## config.mk

```make
export PLATFORM = sky130hd
export DESIGN_NAME = ecu_poll_sequencer_with_odometer_flat
export DESIGN_NICKNAME = d
export VERILOG_FILES = /design/src/ecups_pkg.sv /design/src/ecups_in_if.sv /design/src/ecups_out_if.sv /design/src/ecu_poll_sequencer_with_odometer.sv /design/src/flat_wrapper.sv
export SDC_FILE = /design/constraint.sdc
export NUM_CORES = 2
export LEC_CHECK = 0
export ABC_CLOCK_PERIOD_IN_PS = 5300
export BUFFER_PORTS_ARGS = -buffer_cell sky130_fd_sc_hd__buf_2
export CAP_MARGIN = 10
export CORE_MARGIN = 5
export CORE_UTILIZATION = 50
export DETAILED_ROUTE_END_ITERATION = 6
export PLACE_DENSITY = 0.72
export SYNTH_ARGS = -nofsm -noshare
export SYNTH_HDL_FRONTEND = slang
export SYNTH_SLANG_ARGS = --single-unit
```

## constraint.sdc

```tcl
create_clock -name i_clk -period 5.3 [get_ports i_clk]
set_clock_uncertainty 0.15 [all_clocks]
set_input_delay 1.06 -clock i_clk [delete_from_list [all_inputs] [get_ports i_clk]]
set_output_delay 1.06 -clock i_clk [all_outputs]
set_load 0.03 [all_outputs]
```

## src/ecups_pkg.sv

```systemverilog
// Shared types and constants for the engine controller poll sequencer.
// No dependencies; compile before the interfaces and the top level.
package ecups_pkg;

    localparam int unsigned CFG_IDX_W  = 2;
    localparam int unsigned CFG_DATA_W = 10;

    // One 100 m odometer count in km/h * ms units.
    localparam logic [19:0] METER_MS_PER_COUNT = 20'd360000;
    localparam logic [23:0] ODO_MAX            = 24'hFFFFFF;

    localparam logic [7:0] KIND_UNUSED = 8'd0;
    localparam logic [7:0] KIND_RAM    = 8'd1;
    localparam logic [7:0] KIND_PRESET = 8'd2;

    localparam logic [9:0] RST_SAMPLE_MS      = 10'd40;
    localparam logic [7:0] RST_WATCHDOG_LIMIT = 8'd3;
    localparam logic [4:0] RST_SPEED_ENTRY    = 5'd7;

    typedef enum logic [1:0] {
        REQ_TICK  = 2'd0,
        REQ_REPLY = 2'd1,
        REQ_WRITE = 2'd2,
        REQ_READ  = 2'd3
    } t_req;

    typedef enum logic [CFG_IDX_W-1:0] {
        CFG_WATCHDOG_LIMIT = 2'd0,
        CFG_SAMPLE_MS      = 2'd1,
        CFG_SPEED_ENTRY    = 2'd2
    } t_cfg_idx;

    typedef struct packed {
        logic [7:0] kind;
        logic [7:0] addr_high;
        logic [7:0] addr_low;
        logic [7:0] period;
    } t_entry;

    typedef enum logic [2:0] {
        ST_IDLE,
        ST_SCAN_RD,
        ST_SCAN_CHK,
        ST_DIV,
        ST_MUL,
        ST_ACC,
        ST_RD_WAIT,
        ST_OUT
    } t_state;

endpackage

```

## src/ecups_in_if.sv

```systemverilog
// Request channel of the poll sequencer: valid/ready plus one request item.
// No dependencies.
interface ecups_in_if;
    logic       valid;
    logic       ready;
    logic [1:0] req_type;
    logic [7:0] rx_byte;
    logic [4:0] entry_index;
    logic [7:0] entry_kind;
    logic [7:0] entry_addr_high;
    logic [7:0] entry_addr_low;
    logic [7:0] entry_period;

    modport source (
        output valid, req_type, rx_byte, entry_index, entry_kind,
               entry_addr_high, entry_addr_low, entry_period,
        input  ready
    );
    modport sink (
        input  valid, req_type, rx_byte, entry_index, entry_kind,
               entry_addr_high, entry_addr_low, entry_period,
        output ready
    );
endinterface

```

## src/ecups_out_if.sv

```systemverilog
// Result channel of the poll sequencer: valid/ready plus one result item.
// No dependencies.
interface ecups_out_if;
    logic        valid;
    logic        ready;
    logic        tx_valid;
    logic [7:0]  tx_byte;
    logic        last;
    logic        fetch_pending;
    logic [23:0] odometer;
    logic [7:0]  read_value;

    modport source (
        output valid, tx_valid, tx_byte, last, fetch_pending, odometer, read_value,
        input  ready
    );
    modport sink (
        input  valid, tx_valid, tx_byte, last, fetch_pending, odometer, read_value,
        output ready
    );
endinterface

```

## src/ecu_poll_sequencer_with_odometer.sv

```systemverilog
// Engine controller poll sequencer with odometer: top level, on ecups_pkg and both interfaces.
// To the first result: a write goes straight out, a read via ST_RD_WAIT; a tick that starts a
// fetch or a reply to a pending one scans (ST_SCAN_RD, ST_SCAN_CHK, a bit-serial period check
// on the shared divider per live entry; a speed reply first does ST_MUL, ST_ACC). Then 1 to 3
// results, one per cycle while the sink is ready; the next request is taken in the cycle after
// the last. Reset (synchronous, active low) empties the tables at once via valid flags.
module ecu_poll_sequencer_with_odometer #(
    parameter int unsigned NUM_SENSORS      = 32,
    parameter int unsigned SLICES_PER_FRAME = 10
) (
    input  logic                               i_clk,
    input  logic                               i_rst_n,
    input  logic                               i_cfg_we,
    input  logic [ecups_pkg::CFG_IDX_W-1:0]    i_cfg_idx,
    input  logic [ecups_pkg::CFG_DATA_W-1:0]   i_cfg_data,
    ecups_in_if.sink                           i_req,
    ecups_out_if.source                        o_rsp
);

    // Table address, scan position (one extra code for idle), slice and divider count widths.
    localparam int unsigned IW = $clog2(NUM_SENSORS);
    localparam int unsigned PW = $clog2(NUM_SENSORS + 1);
    localparam int unsigned SW = $clog2(SLICES_PER_FRAME + 1);
    localparam int unsigned CW = $clog2(SW + 1);
    // Common width for comparing 5-bit indexes against table positions.
    localparam int unsigned XW = (PW > 5) ? PW : 5;

    localparam logic [PW-1:0] POS_IDLE = PW'(NUM_SENSORS);

    // ------------------------------------------------------------------
    // State and configuration
    // ------------------------------------------------------------------
    ecups_pkg::t_state r_state, n_state;

    logic [7:0]        r_wdog_limit;
    logic [9:0]        r_sample_ms;
    logic [4:0]        r_speed_entry;

    logic [PW-1:0]     r_pos;
    logic [7:0]        r_wait;
    logic [SW-1:0]     r_slice;
    logic [23:0]       r_odo;
    logic [18:0]       r_dist_rem;

    logic [NUM_SENSORS-1:0] r_ent_vld;
    logic [NUM_SENSORS-1:0] r_rep_vld;

    // Result staging
    logic [1:0]        r_tx_n;
    logic [1:0]        r_k;
    logic [7:0]        r_txb [3];
    logic [7:0]        r_read_val;

    // Divider, multiplier and latched reply byte
    logic [SW-1:0]     r_dq;
    logic [7:0]        r_rem;
    logic [CW-1:0]     r_cnt;
    logic [7:0]        r_rx;
    logic [17:0]       r_prod;

    // Memories and their registered read ports
    ecups_pkg::t_entry r_ent_mem [NUM_SENSORS];
    logic [7:0]        r_rep_mem [NUM_SENSORS];
    ecups_pkg::t_entry r_ent_q;
    logic              r_ent_ok;
    logic [7:0]        r_rep_q;
    logic              r_rep_ok;

    // ------------------------------------------------------------------
    // Combinational helpers
    // ------------------------------------------------------------------
    logic              in_xfer, out_xfer;
    logic              pending;
    logic              is_speed;
    logic [XW-1:0]     req_idx_x;
    logic [IW-1:0]     req_addr;
    logic              req_idx_ok;
    logic [IW-1:0]     pos_addr;
    ecups_pkg::t_entry ent;
    logic              ent_skip;
    logic [8:0]        div_sh;
    logic [7:0]        div_nrem;
    logic              div_last;
    logic [19:0]       acc_sum;
    logic              acc_wrap;
    logic              out_last;
    logic              ent_we, ent_re, rep_we, rep_re;
    logic [SW-1:0]     slice_next;

    assign in_xfer   = i_req.valid && i_req.ready;
    assign out_xfer  = o_rsp.valid && o_rsp.ready;
    assign pending   = (r_pos < POS_IDLE);
    assign is_speed  = (XW'(r_pos) == XW'(r_speed_entry));
    assign req_idx_x = XW'(i_req.entry_index);
    assign req_addr  = IW'(req_idx_x);
    assign req_idx_ok = (req_idx_x < XW'(NUM_SENSORS));
    assign pos_addr  = r_pos[IW-1:0];

    // An entry never written reads as all zero.
    assign ent      = r_ent_ok ? r_ent_q : '0;
    assign ent_skip = (ent.kind == ecups_pkg::KIND_UNUSED) || (ent.period == 8'd0);

    // One restoring step of slice % period per cycle, MSB first.
    assign div_sh   = {r_rem, r_dq[SW-1]};
    assign div_nrem = (div_sh >= {1'b0, ent.period}) ? 8'(div_sh - {1'b0, ent.period})
                                                     : div_sh[7:0];
    assign div_last = (r_cnt == CW'(SW - 1));

    // Remainder stays below twice the count size, so one subtract suffices.
    assign acc_sum  = 20'(r_dist_rem) + 20'(r_prod);
    assign acc_wrap = (acc_sum >= ecups_pkg::METER_MS_PER_COUNT);

    assign out_last = (r_tx_n == 2'd0) || (r_k == 2'(r_tx_n - 2'd1));

    assign slice_next = (r_slice >= SW'(SLICES_PER_FRAME)) ? SW'(1) : SW'(r_slice + SW'(1));

    // ------------------------------------------------------------------
    // Next state
    // ------------------------------------------------------------------
    always_comb begin
        n_state = r_state;
        unique case (r_state)
            ecups_pkg::ST_IDLE: begin
                if (in_xfer) begin
                    unique case (ecups_pkg::t_req'(i_req.req_type))
                        ecups_pkg::REQ_TICK:
                            n_state = pending ? ecups_pkg::ST_OUT : ecups_pkg::ST_SCAN_RD;
                        ecups_pkg::REQ_REPLY: begin
                            if (!pending)
                                n_state = ecups_pkg::ST_OUT;
                            else if (is_speed)
                                n_state = ecups_pkg::ST_MUL;
                            else
                                n_state = ecups_pkg::ST_SCAN_RD;
                        end
                        ecups_pkg::REQ_WRITE: n_state = ecups_pkg::ST_OUT;
                        ecups_pkg::REQ_READ:  n_state = ecups_pkg::ST_RD_WAIT;
                        default:              n_state = ecups_pkg::ST_OUT;
                    endcase
                end
            end
            ecups_pkg::ST_SCAN_RD:
                n_state = pending ? ecups_pkg::ST_SCAN_CHK : ecups_pkg::ST_OUT;
            ecups_pkg::ST_SCAN_CHK:
                n_state = ent_skip ? ecups_pkg::ST_SCAN_RD : ecups_pkg::ST_DIV;
            ecups_pkg::ST_DIV: begin
                if (div_last)
                    n_state = (div_nrem == 8'd0) ? ecups_pkg::ST_OUT : ecups_pkg::ST_SCAN_RD;
            end
            ecups_pkg::ST_MUL:     n_state = ecups_pkg::ST_ACC;
            ecups_pkg::ST_ACC:     n_state = ecups_pkg::ST_SCAN_RD;
            ecups_pkg::ST_RD_WAIT: n_state = ecups_pkg::ST_OUT;
            ecups_pkg::ST_OUT: begin
                if (out_xfer && out_last)
                    n_state = ecups_pkg::ST_IDLE;
            end
            default: n_state = ecups_pkg::ST_IDLE;
        endcase
    end

    // ------------------------------------------------------------------
    // Handshake and memory strobes
    // ------------------------------------------------------------------
    always_comb begin
        i_req.ready = (r_state == ecups_pkg::ST_IDLE);
        o_rsp.valid = (r_state == ecups_pkg::ST_OUT);
        ent_we = in_xfer && (ecups_pkg::t_req'(i_req.req_type) == ecups_pkg::REQ_WRITE)
                 && req_idx_ok;
        rep_re = in_xfer && (ecups_pkg::t_req'(i_req.req_type) == ecups_pkg::REQ_READ);
        rep_we = in_xfer && (ecups_pkg::t_req'(i_req.req_type) == ecups_pkg::REQ_REPLY)
                 && pending;
        ent_re = (r_state == ecups_pkg::ST_SCAN_RD) && pending;
    end

    // Result payload: all fields are derived combinationally from held registers.
    assign o_rsp.tx_valid      = (r_tx_n != 2'd0);
    assign o_rsp.tx_byte       = (r_tx_n != 2'd0) ? r_txb[r_k] : 8'd0;
    assign o_rsp.last          = out_last;
    assign o_rsp.fetch_pending = pending;
    assign o_rsp.odometer      = r_odo;
    assign o_rsp.read_value    = r_read_val;

    // ------------------------------------------------------------------
    // Memories: single write port, registered read port each
    // ------------------------------------------------------------------
    always_ff @(posedge i_clk) begin
        if (ent_we)
            r_ent_mem[req_addr] <= '{kind:      i_req.entry_kind,
                                     addr_high: i_req.entry_addr_high,
                                     addr_low:  i_req.entry_addr_low,
                                     period:    i_req.entry_period};
        if (ent_re)
            r_ent_q <= r_ent_mem[pos_addr];
    end

    always_ff @(posedge i_clk) begin
        if (rep_we)
            r_rep_mem[pos_addr] <= i_req.rx_byte;
        if (rep_re)
            r_rep_q <= r_rep_mem[req_addr];
    end

    // ------------------------------------------------------------------
    // Control registers
    // ------------------------------------------------------------------
    always_ff @(posedge i_clk) begin
        if (!i_rst_n) begin
            r_state       <= ecups_pkg::ST_IDLE;
            r_wdog_limit  <= ecups_pkg::RST_WATCHDOG_LIMIT;
            r_sample_ms   <= ecups_pkg::RST_SAMPLE_MS;
            r_speed_entry <= ecups_pkg::RST_SPEED_ENTRY;
            r_pos         <= POS_IDLE;
            r_wait        <= 8'd0;
            r_slice       <= '0;
            r_odo         <= 24'd0;
            r_dist_rem    <= 19'd0;
            r_ent_vld     <= '0;
            r_rep_vld     <= '0;
            r_ent_ok      <= 1'b0;
            r_rep_ok      <= 1'b0;
            r_tx_n        <= 2'd0;
            r_k           <= 2'd0;
            r_cnt         <= '0;
        end else begin
            r_state <= n_state;

            // Configuration writes; an index beyond the list is dropped.
            if (i_cfg_we) begin
                if (i_cfg_idx == ecups_pkg::CFG_WATCHDOG_LIMIT)
                    r_wdog_limit <= i_cfg_data[7:0];
                if (i_cfg_idx == ecups_pkg::CFG_SAMPLE_MS)
                    r_sample_ms <= i_cfg_data;
                if (i_cfg_idx == ecups_pkg::CFG_SPEED_ENTRY)
                    r_speed_entry <= i_cfg_data[4:0];
            end

            if (ent_we)
                r_ent_vld[req_addr] <= 1'b1;
            if (rep_we)
                r_rep_vld[pos_addr] <= 1'b1;
            if (ent_re)
                r_ent_ok <= r_ent_vld[pos_addr];
            if (rep_re)
                r_rep_ok <= req_idx_ok && r_rep_vld[req_addr];

            unique case (r_state)
                ecups_pkg::ST_IDLE: begin
                    if (in_xfer) begin
                        r_tx_n <= 2'd0;
                        r_k    <= 2'd0;
                        if (ecups_pkg::t_req'(i_req.req_type) == ecups_pkg::REQ_TICK) begin
                            r_slice <= slice_next;
                            if (pending) begin
                                // Watchdog: count, then abandon the fetch.
                                if (r_wait < r_wdog_limit)
                                    r_wait <= r_wait + 8'd1;
                                else
                                    r_pos <= POS_IDLE;
                            end else begin
                                r_wait <= 8'd0;
                                r_pos  <= '0;
                            end
                        end else if (rep_we && !is_speed) begin
                            r_pos <= r_pos + PW'(1);
                        end
                    end
                end
                ecups_pkg::ST_SCAN_CHK: begin
                    r_cnt <= '0;
                    if (ent_skip)
                        r_pos <= r_pos + PW'(1);
                end
                ecups_pkg::ST_DIV: begin
                    r_cnt <= r_cnt + CW'(1);
                    if (div_last) begin
                        if (div_nrem == 8'd0) begin
                            // Hit: queue the request bytes for this kind.
                            if (ent.kind == ecups_pkg::KIND_PRESET)
                                r_tx_n <= 2'd1;
                            else if (ent.kind == ecups_pkg::KIND_RAM)
                                r_tx_n <= 2'd3;
                            else
                                r_tx_n <= 2'd0;
                        end else begin
                            r_pos <= r_pos + PW'(1);
                        end
                    end
                end
                ecups_pkg::ST_ACC: begin
                    if (acc_wrap) begin
                        r_dist_rem <= 19'(acc_sum - ecups_pkg::METER_MS_PER_COUNT);
                        if (r_odo < ecups_pkg::ODO_MAX)
                            r_odo <= r_odo + 24'd1;
                    end else begin
                        r_dist_rem <= 19'(acc_sum);
                    end
                    r_pos <= r_pos + PW'(1);
                end
                ecups_pkg::ST_OUT: begin
                    if (out_xfer && !out_last)
                        r_k <= r_k + 2'd1;
                end
                default: ;
            endcase
        end
    end

    // ------------------------------------------------------------------
    // Payload registers (no reset needed)
    // ------------------------------------------------------------------
    always_ff @(posedge i_clk) begin
        unique case (r_state)
            ecups_pkg::ST_IDLE: begin
                if (in_xfer) begin
                    r_read_val <= 8'd0;
                    r_rx       <= i_req.rx_byte;
                end
            end
            ecups_pkg::ST_SCAN_CHK: begin
                r_dq  <= r_slice;
                r_rem <= 8'd0;
            end
            ecups_pkg::ST_DIV: begin
                r_dq  <= r_dq << 1;
                r_rem <= div_nrem;
                if (div_last) begin
                    if (ent.kind == ecups_pkg::KIND_PRESET) begin
                        r_txb[0] <= ent.addr_high;
                    end else begin
                        r_txb[0] <= ecups_pkg::KIND_RAM;
                        r_txb[1] <= ent.addr_high;
                        r_txb[2] <= ent.addr_low;
                    end
                end
            end
            ecups_pkg::ST_MUL:
                r_prod <= {10'd0, r_rx} * {8'd0, r_sample_ms};
            ecups_pkg::ST_RD_WAIT:
                r_read_val <= r_rep_ok ? r_rep_q : 8'd0;
            default: ;
        endcase
    end

endmodule
```

## src/flat_wrapper.sv

```systemverilog
// flat-port wrapper written by rule: the top's interface ports become plain ports
module ecu_poll_sequencer_with_odometer_flat 
#(
    parameter int unsigned NUM_SENSORS      = 32,
    parameter int unsigned SLICES_PER_FRAME = 10
)
  (i_clk, i_rst_n, i_cfg_we, i_cfg_idx, i_cfg_data, i_req_valid, i_req_req_type, i_req_rx_byte, i_req_entry_index, i_req_entry_kind, i_req_entry_addr_high, i_req_entry_addr_low, i_req_entry_period, i_req_ready, o_rsp_valid, o_rsp_tx_valid, o_rsp_tx_byte, o_rsp_last, o_rsp_fetch_pending, o_rsp_odometer, o_rsp_read_value, o_rsp_ready);
  ecups_in_if i_req_i ();
  ecups_out_if o_rsp_i ();
  input  logic i_clk;
  input  logic i_rst_n;
  input  logic i_cfg_we;
  input  logic [ecups_pkg::CFG_IDX_W-1:0] i_cfg_idx;
  input  logic [ecups_pkg::CFG_DATA_W-1:0] i_cfg_data;
  input wire logic [$bits(i_req_i.valid)-1:0] i_req_valid;
  input wire logic [$bits(i_req_i.req_type)-1:0] i_req_req_type;
  input wire logic [$bits(i_req_i.rx_byte)-1:0] i_req_rx_byte;
  input wire logic [$bits(i_req_i.entry_index)-1:0] i_req_entry_index;
  input wire logic [$bits(i_req_i.entry_kind)-1:0] i_req_entry_kind;
  input wire logic [$bits(i_req_i.entry_addr_high)-1:0] i_req_entry_addr_high;
  input wire logic [$bits(i_req_i.entry_addr_low)-1:0] i_req_entry_addr_low;
  input wire logic [$bits(i_req_i.entry_period)-1:0] i_req_entry_period;
  output wire logic [$bits(i_req_i.ready)-1:0] i_req_ready;
  output wire logic [$bits(o_rsp_i.valid)-1:0] o_rsp_valid;
  output wire logic [$bits(o_rsp_i.tx_valid)-1:0] o_rsp_tx_valid;
  output wire logic [$bits(o_rsp_i.tx_byte)-1:0] o_rsp_tx_byte;
  output wire logic [$bits(o_rsp_i.last)-1:0] o_rsp_last;
  output wire logic [$bits(o_rsp_i.fetch_pending)-1:0] o_rsp_fetch_pending;
  output wire logic [$bits(o_rsp_i.odometer)-1:0] o_rsp_odometer;
  output wire logic [$bits(o_rsp_i.read_value)-1:0] o_rsp_read_value;
  input wire logic [$bits(o_rsp_i.ready)-1:0] o_rsp_ready;
  assign i_req_i.valid = i_req_valid;
  assign i_req_i.req_type = i_req_req_type;
  assign i_req_i.rx_byte = i_req_rx_byte;
  assign i_req_i.entry_index = i_req_entry_index;
  assign i_req_i.entry_kind = i_req_entry_kind;
  assign i_req_i.entry_addr_high = i_req_entry_addr_high;
  assign i_req_i.entry_addr_low = i_req_entry_addr_low;
  assign i_req_i.entry_period = i_req_entry_period;
  assign i_req_ready = i_req_i.ready;
  assign o_rsp_valid = o_rsp_i.valid;
  assign o_rsp_tx_valid = o_rsp_i.tx_valid;
  assign o_rsp_tx_byte = o_rsp_i.tx_byte;
  assign o_rsp_last = o_rsp_i.last;
  assign o_rsp_fetch_pending = o_rsp_i.fetch_pending;
  assign o_rsp_odometer = o_rsp_i.odometer;
  assign o_rsp_read_value = o_rsp_i.read_value;
  assign o_rsp_i.ready = o_rsp_ready;
  ecu_poll_sequencer_with_odometer #(.NUM_SENSORS(NUM_SENSORS), .SLICES_PER_FRAME(SLICES_PER_FRAME)) u_core (.i_clk(i_clk), .i_rst_n(i_rst_n), .i_cfg_we(i_cfg_we), .i_cfg_idx(i_cfg_idx), .i_cfg_data(i_cfg_data), .i_req(i_req_i), .o_rsp(o_rsp_i));
endmodule
```

==> impl_metrics.yaml <==
synth:
  synth.area.top_cells: "edfxtp_1, mux4_2, dfxtp_1, nor2_1, a22oi_1"
  syn-cell-area_sq_um: 63330
  synth_ff_type: "edfxtp_1"
  ys_seq_elements: 1552
  synth.distinct_cells: 79
  yosysSeqAreaShare_pct: 71.03
  yosysTopAreaCell: "edfxtp_1"
  synth_warnings: 0
  synth_top_area_share_pct: 65.91
  async_reset_ff_share_pct: 0
  synth_edf_count: 1390
  syn_inst: 3603
  synth_fp_nets: 3801
  syn_avg_cell_area_sq_um: 17.58
worst_setup_path:
  crit_start: "u_core.r_rx[3]$_DFFE_PP_"
  timing.rr.start: "u_core.r_rx[3]$_DFFE_PP_"
  max_stage_delay_ns: 0.56
  cp_slowest_cell: "fa_1"
  cp.required_ns: 5.75
  r2r_end: "u_core.r_prod[16]$_DFFE_PP_"
  critPathKind: "reg -> reg"
  path_cells: "buf_4 > nand2_1 > fa_1 > fa_1 > inv_1 > fa_1 > inv_1 > fa_1 > inv_1 > ha_1 > a21oi_2 > nand2b_1 > a21boi_1 > o31a_1 > o41ai_2 > or4b_4 > o211ai_1"
  cp_common_cell: "fa_1"
  worstPathMaxFanout: 5
  reg2reg_depth: 17
  endpoint: "u_core.r_prod[16]$_DFFE_PP_"
  cp-start-kind: "flip-flop"
  ff2ff_setup_slack_ns: 0.23
  cp.arrival_ns: 5.52
  cp-end-kind: "flip-flop"
timing:
  fin_crit_sh_pct: 95.70
  max-slew-margin-rel_pct: 18.68
  fmax_ghz: 0.1972
  period_minus_slack_ns: 5.072
  tns_ns: 0
  hold_viol: 0
  slew_violations: 0
  setup-violations-final: 0
  grt_setup_unrepaired: "false"
  worst_pin_slew_ns: 1.220
drt:
  drc_errors: 0
  viasPerCell: 6.214
  drt_iter0_markers: 4493
  vias: 34596
  wl_per_cell_microns: 27.50
  drt-total-wl_microns: 153100
  dr.pass1.iters: 5
  drtAntennaViolNets: 0
place:
  gp_congestion: 0.8238
  port_buffers: 108
  dpl.hpwl_microns: 83730
final_layout:
  area_growth_pct: 12.64
  fin_util_pct: 56.74
  fin_nets: 3989
  mostFrequentLayoutCell: "edfxtp_1"
  multi_input_area_sq_um: 17610
  regArea_sq_um: 44990
  drive_gt1_share_pct: 21.24
  final.fill_count: 9322
  layout_common_cells: "edfxtp_1, mux4_2, nor2_1, a22oi_1, dfxtp_1"
worst_hold_path:
  min_from: "u_core.r_dist_rem[0]$_SDFFE_PN0P_"
  hold_path.class: "reg -> reg"
  hold_path_depth: 2
power_and_ir_drop:
  p_comb_share_pct: 16.6
  clockPowerShare_pct: 35.2
  p_seq_share_pct: 48.2
  power_density_nw_per_um2: 404.1
  swShare_pct: 25.66
  p_int_uw: 21430
  p_sw_uw: 7397
  power_leakage_uw: 0.02305
  ir_drop_mv: 0.3464
global_routing:
  grt_max_degree: 143
  grt_overflow_total: 0
  grt_pass1_wl_microns: 225300
  grt_antenna_before_repair: 10
  grt_usage_pct: 22.56
  grt_pass1_vias: 33879
clocking:
  clkLatencyLatePin_ns: 0.78
  clkSinkCount: 1552
  cts_tree: "yes"
  clockRootBuffer: "clkbuf_16"
  cts_buffers: 149
  cts_max_level: 4
  hold_buffers: 0
  clock_path_buffers: 3
  path_clk_slew_ns: 0.06
run:
  maxCapViolations: 0
die:
  num_rows: 130
  core_sq_um: 125700
  io_pins: 109
  initial_core_util_pct: 50.37
  die_area_sq_um: 133900
  die_x_microns: 365.9
  dieHeight_microns: 365.9
status:
  status: "finished clean"
==> cells by family (layout without fill, tap and decap cells) <==
group	Yosys count	count (layout)	synth area share [%]
other	0	5	0
buffers and inverters	272	581	1.652
muxes	379	379	12.64
adders and majority gates	134	134	3.240
DFF	1552	1552	71.03
and+or+nand+nor	793	793	6.194
AOI/OAI and AO/OA	431	431	4.661
xor gates and xnor gates	42	42	0.5809
==> registers in the layout, indices dropped and copies added, names as in the netlist, 10 cells and up, named ones only <==
register               count
u_core.r_ent_q            32
u_core.r_ent_mem        1024
u_core.r_dist_rem         19
u_core.r_ent_vld          32
u_core.r_rep_mem         256
u_core.r_prod             18
u_core.o_rsp.odometer     24
u_core.r_sample_ms        10
u_core.r_txb              24
u_core.r_rep_vld          32
==> critical path, delay by kind of cell (launching register included) <==
kind	cells	cell delay [ns]
simple gates	3	0.70
buf+inv	4	0.33
compound gates	5	0.94
flops	1	0.45
fa+ha+maj	5	2.36
==> synthesized netlist by cell type, types with 19 or more instances <==
library cell  instances
a21oi_1              79
a22oi_1             159
and2_1              108
and3_1               20
buf_1                34
clkbuf_1            129
dfxtp_1             162
edfxtp_1           1390
fa_1                 50
ha_1                 84
inv_1                99
mux2i_1              38
mux4_2              336
nand2_1             114
nand3_1              37
nand4_1              48
nor2_1              327
nor2b_1              19
o21ai_0              59
or3_1                20
xnor2_1              27
==> area by class of cell <==
cell class | count | share of cell area [%]
multi-input combinational | 1779 | 24.69
tap | 1650 | 2.894
sequential | 1552 | 63.07
clock buffer | 204 | 5.716
antenna | 5 | 0.01754
inverter | 100 | 0.5297
timing repair buffer | 209 | 2.266
clock inverter | 68 | 0.8138
==> stage by stage <==
step / total power [uW] / worst slack (ns) / cell area (sq um) / hold slack [ns] / std cells
3_3_place_gp: 18860 / 0.03455 / 66620 / 0.2880 / 5289
5_1_grt: 30030 / 0.008102 / 71330 / 0.3302 / 5563
3_5_place_dp: 18910 / 0.03320 / 66620 / 0.2930 / 5289
4_1_cts: 28990 / 0.05895 / 71290 / 0.3110 / 5561
6_report: 28830 / 0.2280 / 71340 / 0.3100 / 5567
2_1_floorplan: 17710 / 0.1039 / 63330 / 0.2819 / 3603
==> routing by layer <==
metal  vias up  routed length (microns)  global-route usage, %
li1      14716                        -                      -
met1     17869                    62060                  32.35
met2      1758                    72100                  35.48
met3       247                    15300                  4.903
met4         6                     3578                  6.183
met5         -                       35                      0
==> repair_timing <==
item	in CTS	in global routing
cloned	0	0
resized for setup	1	9
pin swaps	0	3
buffers inserted	0	1
endpoints found under the hold margin	0	0
setup endpoints to repair	1	3
==> power by group through the flow <==
stage,Sequential (uW),Clock [uW],Combinational [uW]
after floorplan,14000,0,3730
after global placement,14100,0,4720
after detailed placement,14100,0,4770
after CTS,13900,10300,4810
after global routing,13900,10900,5260
final,13900,10200,4780
==> worst min-delay path by stage <==
stage	to	slack, ns
after floorplan	u_core.r_cnt[2]$_SDFFE_PN0P_	0.28
after global placement	u_core.r_cnt[2]$_SDFFE_PN0P_	0.29
after detailed placement	u_core.r_cnt[2]$_SDFFE_PN0P_	0.29
after CTS	u_core.r_dist_rem[0]$_SDFFE_PN0P_	0.31
after global routing	u_core.r_cnt[2]$_SDFFE_PN0P_	0.33
final	u_core.r_dist_rem[0]$_SDFFE_PN0P_	0.31
Power figures use the tool's default switching activity.
